**src/hw/rtl/mm_pkg.sv**
```systemverilog
// Shared types, constants and helpers for the matrix product engine.
`timescale 1ns / 1ps

package mm_pkg;

  // Store bounds
  localparam int MAX_ROWS  = 16;
  localparam int MAX_INNER = 16;
  localparam int MAX_COLS  = 16;

  // Store geometry: A is rows x inner, B is inner x cols, row-major
  localparam int A_DEPTH = MAX_ROWS * MAX_INNER;
  localparam int B_DEPTH = MAX_INNER * MAX_COLS;
  localparam int A_AW    = (A_DEPTH > 1) ? $clog2(A_DEPTH) : 1;
  localparam int B_AW    = (B_DEPTH > 1) ? $clog2(B_DEPTH) : 1;

  // Field widths fixed by the interface
  localparam int IDX_W  = 4;
  localparam int VAL_W  = 32;
  localparam int KIND_W = 2;
  localparam int CFG_W  = 5;
  localparam int REG_W  = 2;
  localparam int FRAC_W = 16;

  // Holds register values (up to 31) and store bounds (16)
  localparam int DIM_W = 7;

  // Exact sum of MAX_INNER Q32.32 products
  localparam int PROD_W = 2 * VAL_W;
  localparam int ACC_W  = PROD_W + $clog2(MAX_INNER + 1);

  // Item kinds
  localparam logic [KIND_W-1:0] KIND_WR_A    = 2'd0;
  localparam logic [KIND_W-1:0] KIND_WR_B    = 2'd1;
  localparam logic [KIND_W-1:0] KIND_COMPUTE = 2'd2;

  // Register indexes
  localparam logic [REG_W-1:0] REG_A_ROWS    = 2'd0;
  localparam logic [REG_W-1:0] REG_INNER_LEN = 2'd1;
  localparam logic [REG_W-1:0] REG_OUT_COLS  = 2'd2;

  typedef enum logic [1:0] {
    ST_IDLE,
    ST_RUN,
    ST_DRAIN,
    ST_HOLD
  } mm_state_t;

  // Clamped sizes
  typedef struct packed {
    logic [DIM_W-1:0] rows;
    logic [DIM_W-1:0] len;
    logic [DIM_W-1:0] cols;
  } mm_dims_t;

  // Store write request
  typedef struct packed {
    logic             a_we;
    logic             b_we;
    logic [A_AW-1:0]  a_addr;
    logic [B_AW-1:0]  b_addr;
    logic [VAL_W-1:0] data;
  } mm_wr_t;

  // Store read request, one per inner index
  typedef struct packed {
    logic            valid;
    logic            last;
    logic [A_AW-1:0] a_addr;
    logic [B_AW-1:0] b_addr;
  } mm_rd_t;

  // Request being answered
  typedef struct packed {
    logic [IDX_W-1:0] row;
    logic [IDX_W-1:0] col;
    logic             err;
  } mm_req_t;

  function automatic logic [DIM_W-1:0] clamp_dim(logic [CFG_W-1:0] v, int bound);
    logic [DIM_W-1:0] b;
    b = DIM_W'(bound);
    return (DIM_W'(v) > b) ? b : DIM_W'(v);
  endfunction

endpackage

```
**src/hw/rtl/mm_mac.sv**
```systemverilog
// Multiply-accumulate unit: registered product, exact sum, Q16.16 saturation.
`timescale 1ns / 1ps

module mm_mac (
  input  logic                      clk,
  input  logic                      rst,
  input  logic                      clear,
  input  mm_pkg::mm_rd_t            rd,
  input  logic [mm_pkg::VAL_W-1:0]  a_data,
  input  logic [mm_pkg::VAL_W-1:0]  b_data,
  output logic                      done,
  output logic [mm_pkg::VAL_W-1:0]  result
);

  localparam int AW = mm_pkg::ACC_W;
  localparam int PW = mm_pkg::PROD_W;
  localparam int VW = mm_pkg::VAL_W;
  localparam int FW = mm_pkg::FRAC_W;
  localparam int TOP = VW + FW - 1;

  logic                 rd_valid, rd_last;
  logic                 prod_valid, prod_last;
  logic signed [PW-1:0] prod;
  logic        [AW-1:0] acc;
  logic                 fits;

  // read data is registered in the RAM and arrives in the cycle after the request
  always_ff @(posedge clk) begin
    if (rst) begin
      rd_valid   <= 1'b0;
      rd_last    <= 1'b0;
      prod_valid <= 1'b0;
      prod_last  <= 1'b0;
      done       <= 1'b0;
    end else begin
      rd_valid   <= rd.valid;
      rd_last    <= rd.last;
      prod_valid <= rd_valid;
      prod_last  <= rd_last;
      done       <= prod_valid && prod_last;
    end
  end

  always_ff @(posedge clk) begin
    if (rd_valid) begin
      prod <= signed'(a_data) * signed'(b_data);
    end
  end

  always_ff @(posedge clk) begin
    if (clear) begin
      acc <= '0;
    end else if (prod_valid) begin
      acc <= acc + {{(AW - PW){prod[PW-1]}}, prod};
    end
  end

  // floor(acc / 2^16) fits 32 bits when the bits above it match its sign
  assign fits = (&acc[AW-1:TOP]) || !(|acc[AW-1:TOP]);

  always_comb begin
    if (fits) begin
      result = acc[TOP:FW];
    end else if (acc[AW-1]) begin
      result = {1'b1, {(VW - 1){1'b0}}};
    end else begin
      result = {1'b0, {(VW - 1){1'b1}}};
    end
  end

endmodule

```
**config.mk**
```make
export PLATFORM = sky130hd
export DESIGN_NAME = mm_mac
export DESIGN_NICKNAME = d
export VERILOG_FILES = /design/src/hw/rtl/mm_pkg.sv /design/src/hw/rtl/mm_mac.sv
export SDC_FILE = /design/constraint.sdc
export NUM_CORES = 2
export LEC_CHECK = 0
export BUFFER_PORTS_ARGS = -buffer_cell sky130_fd_sc_hd__buf_2
export CAP_MARGIN = 25
export CORE_MARGIN = 5
export CORE_UTILIZATION = 45
export CTS_BUF_LIST = sky130_fd_sc_hd__clkbuf_16
export DETAILED_ROUTE_END_ITERATION = 6
export PLACE_DENSITY_LB_ADDON = 0.3
export REMOVE_ABC_BUFFERS = 1
export SYNTH_ARGS = -nofsm -noshare
export SYNTH_HDL_FRONTEND = slang
export SYNTH_SLANG_ARGS = --single-unit
```
**constraint.sdc**
```tcl
create_clock -name clk -period 8.87 [get_ports clk]
set_input_delay 0.887 -clock clk [delete_from_list [all_inputs] [get_ports clk]]
set_output_delay 0.887 -clock clk [all_outputs]
set_load 0.02 [all_outputs]
```
==> run_results.csv <==
group,metric,value,unit
finish,drive_above_1_share,7.42,%
synth,synthesis.area_per_instance,9.29,um2
place,dp_hpwl,102000,um
synth,yosys_warnings,0,
global_routing,grt_pass1_wl,197000,um
setup_path,endpoint,"prod[44]",
cts,cts_buffers,17,
cts,cts_max_path_buffers,2,
synth,synth_seq_cells,138,
floorplanning,initial_core_util,45.2,%
global_routing,overflow,0,
setup_path,worst_path_largest_cell_delay,0.56,ns
setup_path,r2r_slack,5.02,ns
floorplanning,fp.dieW,327,um
finish,layout_common_cells,"fa_1, inv_1, nand2_1, and2_1, ha_1",
sta,rsz0062_at_grt,"false",
global_routing,grt_max_degree,67,
setup_path,crit_required,9.05,ns
finish,layout_commonest_cell,"fa_1",
sta,worst_pin_slew,0.968,ns
synth,synth_edf_count,64,
drt,dr.first_iter.drc_count,1839,
finish,multi_input_area,37000,um2
cts,clk_pin_slew_worst_paths,0.07,ns
floorplanning,dieArea,107000,um2
place,place.gp.congestion,0.906,
sta,fmax,0.121,GHz
drt,drt-total-wl,119000,um
cts,worstSkewPairLatency,0.44,ns
floorplanning,die_h,327,um
drt,wl_per_cell,19.1,um
floorplanning,io-pin-count,118,
run_status,status,"completed",
cts,cts_resized,0,
sta,period_needed,8.29,ns
hold_path,min_from,"prod_last",
synth,ys_dominant_reg_cell,"dfxtp_1",
synth,ys_types,87,
sta,setup_viol_count_final,0,
finish,utilization,48.5,%
setup_path,cp-startpoint,"b_data[8]",
cts,h-tree-depth,4,
setup_path,crit_slowest_cell,"fa_1",
sta,fin_crit_sh,93.5,%
synth,syn-cell-area,45200,um2
floorplanning,std_cell_rows,116,
finish,fin_nets,6339,
finish,area_growth_syn_to_layout,7.27,%
setup_path,worst-r2r-cell-count,13,
synth,async_flop_share,0,%
hold_path,hold_class,"flip-flop to flip-flop",
drt,drtPass1Iterations,5,
synth,ys_seq_area_share,7.53,%
setup_path,cp-start-kind,"input port",
setup_path,worstPathArrival,8.47,ns
sta,worst_slack,0.581,ns
sta,final_max_slew_viol_count,0,
setup_path,path_class,"input port to flip-flop",
setup_path,endpoint_kind,"flip-flop",
cts,post_cts_buffers,0,
finish,fillers,9450,
sta,hold_violations,0,
floorplanning,core-area,99900,um2
synth,syn_inst,4863,
cts,cts_root_buf,"clkbuf_16",
drt,drc,0,
finish,regArea,3410,um2
global_routing,grt_use_total,23.0,%
place,post-place-cells,6198,
cts,cts_tree,"built",
sta,relSlewSlack,35.4,%
place,port_buffers,101,
job,drv_cap,0,
cts,numClockSinks,138,
setup_path,cp_common_cell,"fa_1",
global_routing,first_global_vias,35960,
place,place_ws,0.167,ns
setup_path,reg2reg_from,"acc[0]",
setup_path,worstPathMaxFanout,21,
setup_path,rr_endpoint,"acc[66]",
finish,final_cells,6233,
drt,viasPerCell,5.23,
cts,cts_hold_repair.buffers,0,
sta,finalSetupTns,0,ns
drt,vias,32583,
drt,antenna_left,0,
global_routing,antenna_found_initial,1,
sta,finClkSkew,0.0179,ns
-- worst max-delay path, delay by kind of cell --
family	cells	cell delay, ns
buffers and inverters	8	1.11
XOR/XNOR	1	0.08
AO/OA/AOI/OAI	4	0.88
adder cells (fa/ha/maj)	9	4.24
AND/OR/NAND/NOR	6	1.24
-- worst min-delay path by stage --
stage                      to  slack (ns)  depth (start not counted)
CTS                      done        0.42                          2
global route        prod_last        0.47                          1
detailed placement       done        0.41                          2
global placement         done        0.41                          2
floorplan                done        0.40                          2
finish                   done        0.42                          2
-- synth_stat cells, types with 6 or more instances --
cell type / instances / area (um2)
nand4_1: 38 / 238
o21ai_1: 8 / 40.0
xor2_1: 42 / 368
ha_1: 252 / 3150
a21o_1: 96 / 721
nand3_1: 30 / 150
and4_1: 9 / 78.8
mux2i_1: 38 / 380
o21a_1: 13 / 97.6
o21ai_0: 80 / 400
a21oi_1: 134 / 671
buf_2: 11 / 55.1
o21bai_1: 25 / 188
o31ai_1: 6 / 45.0
nor3_1: 24 / 120
clkbuf_1: 240 / 901
dfxtp_1: 74 / 1480
nand2_1: 595 / 2230
o22ai_1: 9 / 56.3
o211ai_1: 9 / 67.6
a31oi_1: 20 / 125
a211oi_1: 26 / 195
and3_1: 16 / 100
xnor2_1: 89 / 780
nor2_1: 147 / 552
edfxtp_1: 64 / 1920
nor2b_1: 18 / 113
nor4_1: 7 / 43.8
and2_1: 526 / 3290
nand2b_1: 22 / 138
fa_1: 1083 / 21700
inv_1: 1002 / 3760
-- layout make-up --
| type | count | area share, % |
|---|---|---|
| clock buffers | 17 | 0.878 |
| well taps | 1298 | 3.35 |
| diodes | 3 | 0.0155 |
| clock inverters | 15 | 0.398 |
| flip-flops and latches | 138 | 7.03 |
| repair buffers | 294 | 4.14 |
| multi-input cells | 3466 | 76.4 |
| inverters | 1002 | 7.76 |
-- cells by family (layout without fill, tap and decap cells) --
kind of cell | Yosys count | count (layout) | synth area share [%]
flops | 138 | 138 | 7.53
simple gates | 1462 | 1462 | 16.1
mux | 39 | 39 | 0.867
fa+ha+maj | 1335 | 1335 | 55.0
other cells | 0 | 3 | 0
compound gates | 499 | 499 | 7.43
buf+inv | 1259 | 1328 | 10.5
xor+xnor | 131 | 131 | 2.54
-- stage by stage --
stage / instance area, um2 / hold slack [ns]
final: 48500 / 0.423
after floorplan: 44200 / 0.404
after global routing: 48400 / 0.467
after detailed placement: 47800 / 0.412
after CTS: 48400 / 0.419
after global placement: 47800 / 0.407
-- sequential cells by signal (all words and copies together) (netlist names) --
name        cells
acc            69
rd_valid        1
rd_last         1
prod           64
done            1
prod_last       1
prod_valid      1
-- layer usage --
layer / global-route usage, % / share of wire (%)
met1: 32.5 / 45
met2: 36.9 / 46
met3: 4.89 / 7.1
met4: 5.13 / 2.4
met5: 0 / 0
Power is not shown: default switching activity piles up to over one toggle a cycle in this logic, so the estimate is an artifact.
