[src/hw/rtl/mm_pkg.sv]
// Shared types, constants and helpers for the matrix product engine.
`timescale 1ns / 1ps

package mm_pkg;

  // Store bounds
  localparam int MAX_ROWS  = 16;
  localparam int MAX_INNER = 16;
  localparam int MAX_COLS  = 16;

  // Store geometry: A is rows x inner, B is inner x cols, row-major
  localparam int A_DEPTH = MAX_ROWS * MAX_INNER;
  localparam int B_DEPTH = MAX_INNER * MAX_COLS;
  localparam int A_AW    = (A_DEPTH > 1) ? $clog2(A_DEPTH) : 1;
  localparam int B_AW    = (B_DEPTH > 1) ? $clog2(B_DEPTH) : 1;

  // Field widths fixed by the interface
  localparam int IDX_W  = 4;
  localparam int VAL_W  = 32;
  localparam int KIND_W = 2;
  localparam int CFG_W  = 5;
  localparam int REG_W  = 2;
  localparam int FRAC_W = 16;

  // Holds register values (up to 31) and store bounds (16)
  localparam int DIM_W = 7;

  // Exact sum of MAX_INNER Q32.32 products
  localparam int PROD_W = 2 * VAL_W;
  localparam int ACC_W  = PROD_W + $clog2(MAX_INNER + 1);

  // Item kinds
  localparam logic [KIND_W-1:0] KIND_WR_A    = 2'd0;
  localparam logic [KIND_W-1:0] KIND_WR_B    = 2'd1;
  localparam logic [KIND_W-1:0] KIND_COMPUTE = 2'd2;

  // Register indexes
  localparam logic [REG_W-1:0] REG_A_ROWS    = 2'd0;
  localparam logic [REG_W-1:0] REG_INNER_LEN = 2'd1;
  localparam logic [REG_W-1:0] REG_OUT_COLS  = 2'd2;

  typedef enum logic [1:0] {
    ST_IDLE,
    ST_RUN,
    ST_DRAIN,
    ST_HOLD
  } mm_state_t;

  // Clamped sizes
  typedef struct packed {
    logic [DIM_W-1:0] rows;
    logic [DIM_W-1:0] len;
    logic [DIM_W-1:0] cols;
  } mm_dims_t;

  // Store write request
  typedef struct packed {
    logic             a_we;
    logic             b_we;
    logic [A_AW-1:0]  a_addr;
    logic [B_AW-1:0]  b_addr;
    logic [VAL_W-1:0] data;
  } mm_wr_t;

  // Store read request, one per inner index
  typedef struct packed {
    logic            valid;
    logic            last;
    logic [A_AW-1:0] a_addr;
    logic [B_AW-1:0] b_addr;
  } mm_rd_t;

  // Request being answered
  typedef struct packed {
    logic [IDX_W-1:0] row;
    logic [IDX_W-1:0] col;
    logic             err;
  } mm_req_t;

  function automatic logic [DIM_W-1:0] clamp_dim(logic [CFG_W-1:0] v, int bound);
    logic [DIM_W-1:0] b;
    b = DIM_W'(bound);
    return (DIM_W'(v) > b) ? b : DIM_W'(v);
  endfunction

endpackage

[src/hw/rtl/mm_seq.sv]
// Sequencer: decodes items, drives store writes and walks the inner index.
`timescale 1ns / 1ps

module mm_seq (
  input  logic                      clk,
  input  logic                      rst,
  input  logic                      in_valid,
  output logic                      in_ready,
  input  logic [mm_pkg::KIND_W-1:0] kind,
  input  logic [mm_pkg::IDX_W-1:0]  row,
  input  logic [mm_pkg::IDX_W-1:0]  col,
  input  logic [mm_pkg::VAL_W-1:0]  value,
  input  mm_pkg::mm_dims_t          dims,
  input  logic                      mac_done,
  input  logic                      out_free,
  output mm_pkg::mm_wr_t            wr,
  output mm_pkg::mm_rd_t            rd,
  output logic                      clear,
  output logic                      load_out,
  output mm_pkg::mm_req_t           req
);

  localparam int DW = mm_pkg::DIM_W;

  mm_pkg::mm_state_t state, state_next;

  logic [DW-1:0]           k;
  logic [DW-1:0]           len_q;
  logic [mm_pkg::IDX_W-1:0] row_q, col_q;
  logic                    err_q;
  logic                    take, is_compute, req_err, last_k;

  assign take       = in_valid && (state == mm_pkg::ST_IDLE);
  assign is_compute = (kind == mm_pkg::KIND_COMPUTE);
  assign req_err    = (DW'(row) >= dims.rows) || (DW'(col) >= dims.cols);
  assign last_k     = (k == len_q - 1'b1);

  always_ff @(posedge clk) begin
    if (rst) begin
      state <= mm_pkg::ST_IDLE;
    end else begin
      state <= state_next;
    end
  end

  always_comb begin
    state_next = state;
    unique case (state)
      mm_pkg::ST_IDLE: begin
        if (take && is_compute) begin
          state_next = (req_err || dims.len == '0) ? mm_pkg::ST_HOLD : mm_pkg::ST_RUN;
        end
      end
      mm_pkg::ST_RUN: begin
        if (last_k) state_next = mm_pkg::ST_DRAIN;
      end
      mm_pkg::ST_DRAIN: begin
        if (mac_done) state_next = mm_pkg::ST_HOLD;
      end
      mm_pkg::ST_HOLD: begin
        if (out_free) state_next = mm_pkg::ST_IDLE;
      end
      default: state_next = mm_pkg::ST_IDLE;
    endcase
  end

  // Request registers
  always_ff @(posedge clk) begin
    if (take && is_compute) begin
      row_q <= row;
      col_q <= col;
      len_q <= dims.len;
      err_q <= req_err;
      k     <= '0;
    end else if (state == mm_pkg::ST_RUN) begin
      k <= k + 1'b1;
    end
  end

  always_comb begin
    in_ready  = 1'b0;
    clear     = 1'b0;
    load_out  = 1'b0;
    wr.a_we   = 1'b0;
    wr.b_we   = 1'b0;
    wr.a_addr = mm_pkg::A_AW'(int'(row) * mm_pkg::MAX_INNER + int'(col));
    wr.b_addr = mm_pkg::B_AW'(int'(row) * mm_pkg::MAX_COLS + int'(col));
    wr.data   = value;
    rd.valid  = 1'b0;
    rd.last   = last_k;
    rd.a_addr = mm_pkg::A_AW'(int'(row_q) * mm_pkg::MAX_INNER + int'(k));
    rd.b_addr = mm_pkg::B_AW'(int'(k) * mm_pkg::MAX_COLS + int'(col_q));
    unique case (state)
      mm_pkg::ST_IDLE: begin
        in_ready = 1'b1;
        if (take) begin
          clear   = is_compute;
          // writes beyond the store bounds are dropped
          wr.a_we = (kind == mm_pkg::KIND_WR_A) &&
                    (DW'(row) < DW'(mm_pkg::MAX_ROWS)) && (DW'(col) < DW'(mm_pkg::MAX_INNER));
          wr.b_we = (kind == mm_pkg::KIND_WR_B) &&
                    (DW'(row) < DW'(mm_pkg::MAX_INNER)) && (DW'(col) < DW'(mm_pkg::MAX_COLS));
        end
      end
      mm_pkg::ST_RUN:   rd.valid = 1'b1;
      mm_pkg::ST_DRAIN: ;
      mm_pkg::ST_HOLD:  load_out = out_free;
      default: ;
    endcase
  end

  assign req.row = row_q;
  assign req.col = col_q;
  assign req.err = err_q;

endmodule

[config.mk]
export PLATFORM = sky130hd
export DESIGN_NAME = mm_seq
export DESIGN_NICKNAME = d
export VERILOG_FILES = /design/src/hw/rtl/mm_pkg.sv /design/src/hw/rtl/mm_seq.sv
export SDC_FILE = /design/constraint.sdc
export NUM_CORES = 1
export LEC_CHECK = 0
export ABC_AREA = 0
export BUFFER_PORTS_ARGS = -buffer_cell sky130_fd_sc_hd__clkbuf_2
export CORE_MARGIN = 2
export CORE_UTILIZATION = 37
export CTS_BUF_LIST = sky130_fd_sc_hd__clkbuf_4 sky130_fd_sc_hd__clkbuf_8 sky130_fd_sc_hd__clkbuf_16
export CTS_CLUSTER_SIZE = 8
export DETAILED_ROUTE_END_ITERATION = 8
export PLACE_DENSITY = 0.78
export SLEW_MARGIN = 20
export SYNTH_ARGS = -nofsm -noshare
export SYNTH_HDL_FRONTEND = slang
export SYNTH_SLANG_ARGS = --single-unit
export TNS_END_PERCENT = 5
[constraint.sdc]
create_clock -name clk -period 2.4 [get_ports clk]
set_clock_uncertainty 0.2 [all_clocks]
set_input_delay 0.24 -clock clk [delete_from_list [all_inputs] [get_ports clk]]
set_output_delay 0.24 -clock clk [all_outputs]
set_load 0.01 [all_outputs]
==> results of run 1 <==
[registers in the layout (all words and copies together) (netlist names)]
register / cells
col_q: 4
err_q: 1
k: 7
len_q: 7
row_q: 4
state: 2
[synthesized netlist by cell type (all sizes together) (2+ instances only)]
| cell type | count | area share (%) |
|---|---|---|
| a21oi | 5 | 1.3 |
| and2 | 2 | 0.76 |
| buf | 62 | 24 |
| dfxtp | 9 | 9.1 |
| edfxtp | 16 | 24 |
| ha | 17 | 11 |
| inv | 20 | 3.8 |
| mux2i | 2 | 1.0 |
| nand2 | 4 | 0.76 |
| nand2b | 2 | 0.64 |
| nand3 | 2 | 0.51 |
| nand4 | 4 | 1.3 |
| nand4b | 2 | 0.89 |
| nor2 | 11 | 2.1 |
| nor3 | 2 | 1.1 |
| nor3b | 4 | 1.5 |
| nor4 | 2 | 0.64 |
| o21ai | 5 | 1.3 |
| or3 | 4 | 1.3 |
| xnor2 | 9 | 4.0 |
| xor2 | 6 | 2.7 |
[cell usage in the layout (no fill, tap or decap), types with 4 or more instances in the layout]
cell type / instances
a21oi_1: 5
buf_4: 6
clkbuf_2: 82
dfxtp_1: 9
dlygate4sd3_1: 11
edfxtp_1: 16
ha_1: 16
inv_1: 18
nand2_1: 4
nand4_1: 4
nor2_1: 11
o21ai_0: 5
xnor2_1: 9
xor2_1: 6
[area by class of cell]
class | instances | area share, %
flip-flops and latches | 25 | 29.2
clock inverters | 1 | 0.332
inverters | 21 | 3.49
multi-input cells | 96 | 35.5
repair buffers | 101 | 25.7
well taps | 70 | 3.87
clock buffers | 3 | 1.83
[cells by family (layout without fill, tap and decap cells)]
kind of cell    Yosys count  after routing  share of synthesized area [%]
simple gates             42             42                           12.6
xor+xnor                 15             15                           6.67
mux                       2              2                           1.02
flops                    25             25                           33.5
buf+inv                  84            126                           27.8
compound gates           19             19                           6.48
fa+ha+maj                18             18                           11.8
[worst max path at each step]
| stage | end | cells past startpoint |
|---|---|---|
| after floorplan | state[0]$_SDFFE_PP0P_ | 8 |
| after global placement | state[0]$_SDFFE_PP0P_ | 8 |
| after detailed placement | state[0]$_SDFFE_PP0P_ | 8 |
| after CTS | rd[16] | 5 |
| after global routing | rd[16] | 6 |
| final | rd[16] | 6 |
[power breakdown]
part	internal, mW	switching (mW)	leakage, nW
sequential	0.525	0.0845	0.220
combinational	0.288	0.303	0.845
clock	0.117	0.131	0.0217
total	0.930	0.519	1.09
[metal layers]
layer	GRT usage [%]	part of all wire (%)	up-vias
met1	14.7	37	651
met2	25.1	55	67
met5	0	0	-
li1	-	-	718
met4	3.45	0.56	0
met3	3.88	7.6	4
[metrics by stage]
step / setup TNS, ps / std cells
floorplan: 0 / 205
global placement: 0 / 299
detailed placement: -13.5 / 299
CTS: 0 / 316
global route: -183 / 317
finish: 0 / 317
[repair_timing]
item,in CTS,in global routing
setup buffers,2,1
hold buffers,11,0
resized for setup,3,9
hold endpoints to repair,11,0
endpoints found under the setup margin,2,3
pin swaps,0,4
==> results.sh, run 1 <==
export IMPL_synth_edf_count=16
export IMPL_fin_area_sq_um=2260
export IMPL_hold_viol_final=0
export IMPL_min_from="row[1]"
export IMPL_dp_hpwl_um=3470
export IMPL_vias_per_cell=4.54
export IMPL_max_vdd_ir_drop_v=0.000245
export IMPL_end_kind="output pin"
export IMPL_cts_buffers=3
export IMPL_synth_cells=205
export IMPL_hp_class="in2reg"
export IMPL_slew_viol_final=0
export IMPL_cts_max_level=1
export IMPL_whs_ps=4.66
export IMPL_min_to="row_q[1]$_DFFE_PP_"
export IMPL_root_buffer="clkbuf_8"
export IMPL_setup_worst_path_start="len_q[0]$_DFFE_PP_"
export IMPL_drtPass1Iterations=4
export IMPL_postSynth_asyncResetShare_pct=0
export IMPL_slew_limit_headroom_pct=74.2
export IMPL_multiInputGateArea_sq_um=803
export IMPL_synth_fp_nets=291
export IMPL_setup_violations=0
export IMPL_avgSynthCellArea_sq_um=9.61
export IMPL_vias=1440
export IMPL_yosysWarnings=0
export IMPL_cts_tree="built"
export IMPL_cp_cell_sequence="buf_6 -> nor3_4 -> mux2i_1 -> or3b_4 -> a311oi_2 -> buf_2"
export IMPL_required_ps=1960
export IMPL_finalCritPeriodShare_pct=98.6
export IMPL_cts_buffer_depth=2
export IMPL_clk_pin_slew_ps=90
export IMPL_syn2layout_area_growth_pct=14.8
export IMPL_overflow=0
export IMPL_drc=0
export IMPL_reg2reg_to="state[0]$_SDFFE_PP0P_"
export IMPL_synth_distinct_cells=38
export IMPL_worst_slack_ps=33.9
export IMPL_synth_main_ff_cell="edfxtp_1"
export IMPL_status="completed"
export IMPL_worst_pin_slew_ps=387
export IMPL_synth_seq_area_share_pct=33.5
export IMPL_critPathMaxStageDelay_ps=440
export IMPL_cp_top_family="simple AND/OR/NAND/NOR gates"
export IMPL_start_util_pct=38.6
export IMPL_grt_max_degree=24
export IMPL_core_area_sq_um=5110
export IMPL_cp_slowest_cell="edfxtp_1"
export IMPL_postLayoutCoreUtil_pct=44.3
export IMPL_clkSinkCount=25
export IMPL_grt_antenna_before_repair=0
export IMPL_crit_path_max_fanout=3
export IMPL_grt_pass1_wl_um=6400
export IMPL_fin_nets=334
export IMPL_power_mw=1.45
export IMPL_rsz0062_at_grt="yes"
export IMPL_max_freq_mhz=423
export IMPL_die_h_um=77.0
export IMPL_antennaDiodeCount=0
export IMPL_grt_pass1_vias=1337
export IMPL_grtUsageTotal_pct=13.4
export IMPL_ff2ff_path_depth=7
export IMPL_n_fill_cell=485
export IMPL_drtAntennaViolNets=0
export IMPL_io_pins=148
export IMPL_maxCapViolations=0
export IMPL_clk_latency_ps=270
export IMPL_ys_ff_latch=25
export IMPL_die_area_sq_um=5920
export IMPL_regToRegSetupSlack_ps=70
export IMPL_dp_slack_ps=-13.5
export IMPL_powerDensity_nw_per_um2=641
export IMPL_dieWidth_um=77.0
export IMPL_drive_gt1_share_pct=42.1
export IMPL_syn_area_sq_um=1970
export IMPL_arrival_ps=1930
export IMPL_wirelength_um=4250
export IMPL_whs_path_depth=1
export IMPL_placed_area_sq_um=2030
export IMPL_drtIter0Drc=31
export IMPL_rows=26
export IMPL_numPortBuffers=83
export IMPL_p_leak_nw=1.09
export IMPL_place_gp_congestion=0.778
export IMPL_reg2reg_from="len_q[0]$_DFFE_PP_"
export IMPL_period_needed_ps=2370
export IMPL_critPathKind="reg2out"
export IMPL_critPathLaunchType="register"
export IMPL_regArea_sq_um=661
export IMPL_post_drt_wl_per_cell_um=13.4
export IMPL_timing_critical_path_buf_inv=2
(Power assumes the default switching activity.)
==> run 2, diff against run 1 <==
--- a/config.mk
+++ b/config.mk
@@ -6,7 +6,7 @@
 export NUM_CORES = 1
 export LEC_CHECK = 0
 export ABC_AREA = 0
-export BUFFER_PORTS_ARGS = -buffer_cell sky130_fd_sc_hd__clkbuf_2
+export BUFFER_PORTS_ARGS = -buffer_cell sky130_fd_sc_hd__buf_4
 export CORE_MARGIN = 2
 export CORE_UTILIZATION = 37
 export CTS_BUF_LIST = sky130_fd_sc_hd__clkbuf_4 sky130_fd_sc_hd__clkbuf_8 sky130_fd_sc_hd__clkbuf_16
==> run 2 against run 1 <==
- global-route usage rose by 0.63 points
- critical path depth rose by 1
- maximum frequency rose by 2.8%
- clock power rose by 2%
- total power rose by 6.3%
- wire length rose by 1.5%
- sequential power barely moved
- critical path type unchanged
==> results.sh, run 2 (synthesized netlist as in run 1, its figures left out) <==
export IMPL_status="completed"
export IMPL_powerDensity_nw_per_um2=612
export IMPL_die_h_um=77.0
export IMPL_clk_pin_slew_ps=100
export IMPL_maxCapViolations=0
export IMPL_max_freq_mhz=434
export IMPL_overflow=0
export IMPL_dieWidth_um=77.0
export IMPL_worst_pin_slew_ps=341
export IMPL_post_drt_wl_per_cell_um=13.4
export IMPL_die_area_sq_um=5920
export IMPL_grt_pass1_vias=1421
export IMPL_period_needed_ps=2300
export IMPL_cts_tree="built"
export IMPL_antennaDiodeCount=0
export IMPL_cts_buffer_depth=2
export IMPL_intPower_mw=1.02
export IMPL_rsz0062_at_grt="no"
export IMPL_grt_pass1_wl_um=6670
export IMPL_clkSinkCount=25
export IMPL_combinationalPowerShare_pct=43.8
export IMPL_swShare_pct=34.0
export IMPL_final_common_cell="buf_4"
export IMPL_drtPass1Iterations=4
export IMPL_max_vdd_ir_drop_v=0.000308
export IMPL_clock_power_share_pct=16.5
export IMPL_dp_hpwl_um=3410
export IMPL_dp_slack_ps=-49.7
export IMPL_fin_area_sq_um=2520
export IMPL_syn2layout_area_growth_pct=27.8
export IMPL_slew_viol_final=0
export IMPL_switchingPower_uw=524
export IMPL_setup_violations=0
export IMPL_worst_slack_ps=98.2
export IMPL_grt_max_degree=24
export IMPL_cts_buffers=3
export IMPL_hp_class="in2reg"
export IMPL_root_buffer="clkbuf_8"
export IMPL_critPathKind="reg2out"
export IMPL_final_cell_mix="buf_4, inv_1, edfxtp_1, dlygate4sd3_1, ha_1"
export IMPL_clk_latency_ps=270
export IMPL_drtIter0Drc=45
export IMPL_end_kind="output pin"
export IMPL_drc=0
export IMPL_ff2ff_path_depth=8
export IMPL_crit_path_max_fanout=3
export IMPL_slew_limit_headroom_pct=77.3
export IMPL_critPathLaunchType="register"
export IMPL_wirelength_um=4310
export IMPL_reg_top3="k: 7 flops, len_q: 7 flops"
export IMPL_placed_area_sq_um=2230
export IMPL_whs_ps=257
export IMPL_finalCritPeriodShare_pct=95.9
export IMPL_p_leak_nw=1.16
export IMPL_vias_per_cell=4.64
export IMPL_cts_max_level=1
export IMPL_required_ps=1960
export IMPL_grt_antenna_before_repair=0
export IMPL_core_area_sq_um=5110
export IMPL_start_util_pct=38.6
export IMPL_arrival_ps=1860
export IMPL_whs_path_depth=3
export IMPL_hold_viol_final=0
export IMPL_drive_gt1_share_pct=40.9
export IMPL_grtUsageTotal_pct=14.0
export IMPL_seqPwrFrac_pct=39.7
export IMPL_place_gp_congestion=0.775
export IMPL_rows=26
export IMPL_vias=1493
export IMPL_io_pins=148
export IMPL_fin_nets=339
export IMPL_drtAntennaViolNets=0
export IMPL_numPortBuffers=83
run 2: path summary, 6_finish.rpt:
kind	from	endpoint	slack, ps
max	len_q[0]$_DFFE_PP_	rd[16]	100
min	dims[18]	err_q$_DFFE_PP_	260
max reg2reg	len_q[0]$_DFFE_PP_	state[0]$_SDFFE_PP0P_	120
min reg2reg	k[6]$_SDFFE_PP0P_	k[6]$_SDFFE_PP0P_	350
run 2: cell type report:
type                    instances  area (sq um)
fillers                       477          2590
repair buffers                106           836
multi-input cells              96           808
flip-flops and latches         25           661
well taps                      70          87.6
inverters                      21          78.8
clock buffers                   3          41.3
clock inverters                 1          5.00
run 2: per-layer routing:
layer  share of wire [%]  GRT usage [%]  up-vias
met1                  37           15.9      686
li1                    -              -      728
met5                   0              0        -
met2                  54           25.3       75
met4                0.56           4.00        0
met3                 8.1           4.24        4
run 2: per-stage QoR:
step                      setup TNS (ps)  power, mW  instances  utilization [%]
after CTS                              0       1.53        317             47.8
after floorplan                        0       1.10        205                -
after global routing                   0       1.66        322             49.3
after detailed placement           -49.7       1.25        297             43.6
final                                  0       1.54        322             49.3
after global placement                 0       1.23        297             43.6
run 2: power groups by stage:
stage               Clock [mW]  Combinational (mW)  Sequential (mW)
finish                   0.255               0.675            0.611
global route             0.285               0.747            0.628
CTS                      0.264               0.650            0.612
detailed placement           0               0.627            0.621
global placement             0               0.612            0.616
floorplan                    0               0.495            0.603
run 2: worst max-delay path, cell delays in order, from the launching register on:
cell,delay [ps]
edfxtp_1,460
inv_1,120
ha_4,140
nor3b_4,200
xnor2_1,150
nand4b_1,150
a311oi_2,200
buf_4,160
run 2: repair_timing:
action	CTS	global route
setup endpoints to repair	2	3
hold endpoints to repair	16	0
resized for setup	2	8
buffers inserted	0	5
pin swaps	0	7
hold buffers	16	0
==> run 3, diff against run 2 <==
--- a/config.mk
+++ b/config.mk
@@ -8,11 +8,11 @@
 export ABC_AREA = 0
 export BUFFER_PORTS_ARGS = -buffer_cell sky130_fd_sc_hd__buf_4
 export CORE_MARGIN = 2
-export CORE_UTILIZATION = 37
+export CORE_UTILIZATION = 44
 export CTS_BUF_LIST = sky130_fd_sc_hd__clkbuf_4 sky130_fd_sc_hd__clkbuf_8 sky130_fd_sc_hd__clkbuf_16
 export CTS_CLUSTER_SIZE = 8
 export DETAILED_ROUTE_END_ITERATION = 8
-export PLACE_DENSITY = 0.78
+export PLACE_DENSITY = 0.87
 export SLEW_MARGIN = 20
 export SYNTH_ARGS = -nofsm -noshare
 export SYNTH_HDL_FRONTEND = slang
==> constraint.sdc (replaced) <==
create_clock -name clk -period 2.75 [get_ports clk]
set_clock_uncertainty 0.2 [all_clocks]
set_input_delay 0.275 -clock clk [delete_from_list [all_inputs] [get_ports clk]]
set_output_delay 0.275 -clock clk [all_outputs]
set_load 0.01 [all_outputs]
==> run 3 against run 2 <==
- critical path type unchanged
- largest power group unchanged
- wire length fell by 7.8%
- combinational power fell by 21%
- count of clock-buffer cells in the layout did not move
- flip-flop and latch count did not move
- worst hold slack got worse by 250 ps
- clock power fell by 15%
- first-iteration DRC count rose by 44%
==> results.sh, run 3 (synthesized netlist as in run 1, its figures left out) <==
export IMPL_slew_viol_final=0
export IMPL_critPathMaxStageDelay_ps=470
export IMPL_syn2layout_area_growth_pct=17.5
export IMPL_hp_class="in2reg"
export IMPL_hold_viol_final=0
export IMPL_cts_buffers=3
export IMPL_powerDensity_nw_per_um2=554
export IMPL_vias=1421
export IMPL_cts_buffer_depth=2
export IMPL_vias_per_cell=4.92
export IMPL_swShare_pct=33.7
export IMPL_seqPwrFrac_pct=41.4
export IMPL_cts_tree="built"
export IMPL_final_cell_mix="buf_4, inv_1, ha_1"
export IMPL_wirelength_um=3970
export IMPL_crit_path_max_fanout=3
export IMPL_required_ps=2280
export IMPL_max_freq_mhz=402
export IMPL_rsz0062_at_grt="no"
export IMPL_dieWidth_um=70.9
export IMPL_end_kind="output pin"
export IMPL_final_common_cell="buf_4"
export IMPL_finalCritPeriodShare_pct=90.4
export IMPL_postLayoutCoreUtil_pct=53.5
export IMPL_grt_pass1_vias=1347
export IMPL_ff2ff_path_depth=8
export IMPL_start_util_pct=45.5
export IMPL_maxCapViolations=0
export IMPL_endpoint="rd[16]"
export IMPL_n_fill_cell=405
export IMPL_arrival_ps=2010
export IMPL_combinationalPowerShare_pct=41.8
export IMPL_clkSinkCount=25
export IMPL_intPower_uw=850
export IMPL_drtAntennaViolNets=0
export IMPL_setup_worst_path_start="len_q[0]$_DFFE_PP_"
export IMPL_reg_top3="k: 7 flops, len_q: 7 flops"
export IMPL_drtIter0Drc=65
export IMPL_die_h_um=70.9
export IMPL_slew_limit_headroom_pct=49.5
export IMPL_antennaDiodeCount=0
export IMPL_core_area_sq_um=4320
export IMPL_rows=24
export IMPL_status="completed"
export IMPL_dp_hpwl_um=3360
export IMPL_worst_pin_slew_ps=753
export IMPL_reg2reg_from="len_q[0]$_DFFE_PP_"
export IMPL_switchingPower_uw=432
export IMPL_grt_antenna_before_repair=0
export IMPL_tns_ps=0
export IMPL_grt_pass1_wl_um=6210
export IMPL_reg2reg_to="state[0]$_SDFFE_PP0P_"
export IMPL_drc=0
export IMPL_regToRegSetupSlack_ps=310
export IMPL_setup_violations=0
export IMPL_io_pins=148
export IMPL_cp_slowest_cell="edfxtp_1"
export IMPL_numPortBuffers=83
export IMPL_grt_max_degree=24
export IMPL_critPathLaunchType="register"
export IMPL_clk_pin_slew_ps=90
export IMPL_cts_resized=0
export IMPL_grtUsageTotal_pct=15.4
export IMPL_fin_nets=324
export IMPL_critPathKind="reg2out"
export IMPL_clock_power_share_pct=16.8
export IMPL_period_needed_ps=2490
export IMPL_max_vdd_ir_drop_v=0.000172
export IMPL_drive_gt1_share_pct=37.6
export IMPL_cts_max_level=1
export IMPL_post_drt_wl_per_cell_um=13.7
export IMPL_place_gp_congestion=0.795
export IMPL_clk_latency_ps=270
export IMPL_whs_path_depth=2
export IMPL_die_area_sq_um=5030
export IMPL_p_leak_nw=1.09
export IMPL_overflow=0
export IMPL_root_buffer="clkbuf_8"
export IMPL_drtPass1Iterations=4
export IMPL_cp_cell_sequence="inv_1 -> ha_1 -> nor3b_1 -> a21oi_1 -> nand4b_1 -> a311oi_1 -> buf_4"
==> run 3: worst min path at each step <==
stage	start	to	slack (ps)
finish	rst	state[1]$_SDFFE_PP0P_	9
global placement	dims[11]	len_q[4]$_DFFE_PP_	260
global route	rst	state[1]$_SDFFE_PP0P_	1
CTS	row[0]	row_q[0]$_DFFE_PP_	2
floorplan	col[0]	col_q[0]$_DFFE_PP_	170
detailed placement	dims[13]	len_q[6]$_DFFE_PP_	270
==> run 3: layer usage <==
metal / up-vias / global-route usage [%] / wire [um]
li1: 690 / - / -
met1: 651 / 16.5 / 1400
met2: 78 / 28.8 / 2160
met3: 2 / 5.98 / 405
met4: 0 / 3.14 / 8
met5: - / 0 / 0
==> run 3: repair_timing <==
item | in CTS | in global routing
endpoints found under the hold margin | 7 | 1
hold buffers | 7 | 1
buffers inserted | 0 | 0
==> run 3: per-stage QoR <==
step / setup WS [ps] / cells / hold slack [ps] / power, mW / area (sq um)
final: 263 / 289 / 9.08 / 1.28 / 2310
after global routing: 42.8 / 289 / 1.48 / 1.37 / 2310
after CTS: 254 / 288 / 2.49 / 1.30 / 2300
after detailed placement: 336 / 277 / 265 / 1.07 / 2190
after global placement: 427 / 277 / 263 / 1.05 / 2190
after floorplan: 493 / 205 / 174 / 0.958 / 1970
==> run 3: critical path, delay by kind of cell (launching register included) <==
kind | cells | cell delay (ps)
AOI/OAI and AO/OA | 2 | 340
adders and majority gates | 1 | 200
buffers and inverters | 2 | 260
DFF | 1 | 470
and+or+nand+nor | 2 | 470
==> run 3: final cells by class <==
type	instances	area [sq um]	area share, %
Multi-Input combinational cell	96	761	32.9
Timing Repair Buffer	91	703	30.4
Sequential cell	25	661	28.5
Inverter	21	78.8	3.41
Tap cell	52	65.1	2.81
Clock buffer	3	41.3	1.78
Clock inverter	1	5.00	0.216
==> run 3: power groups by stage <==
stage | Combinational, mW | Clock [mW] | Sequential [mW]
2_1_floorplan | 0.432 | 0 | 0.526
3_3_place_gp | 0.518 | 0 | 0.537
3_5_place_dp | 0.532 | 0 | 0.541
4_1_cts | 0.542 | 0.222 | 0.532
5_1_grt | 0.586 | 0.240 | 0.542
6_report | 0.536 | 0.216 | 0.530
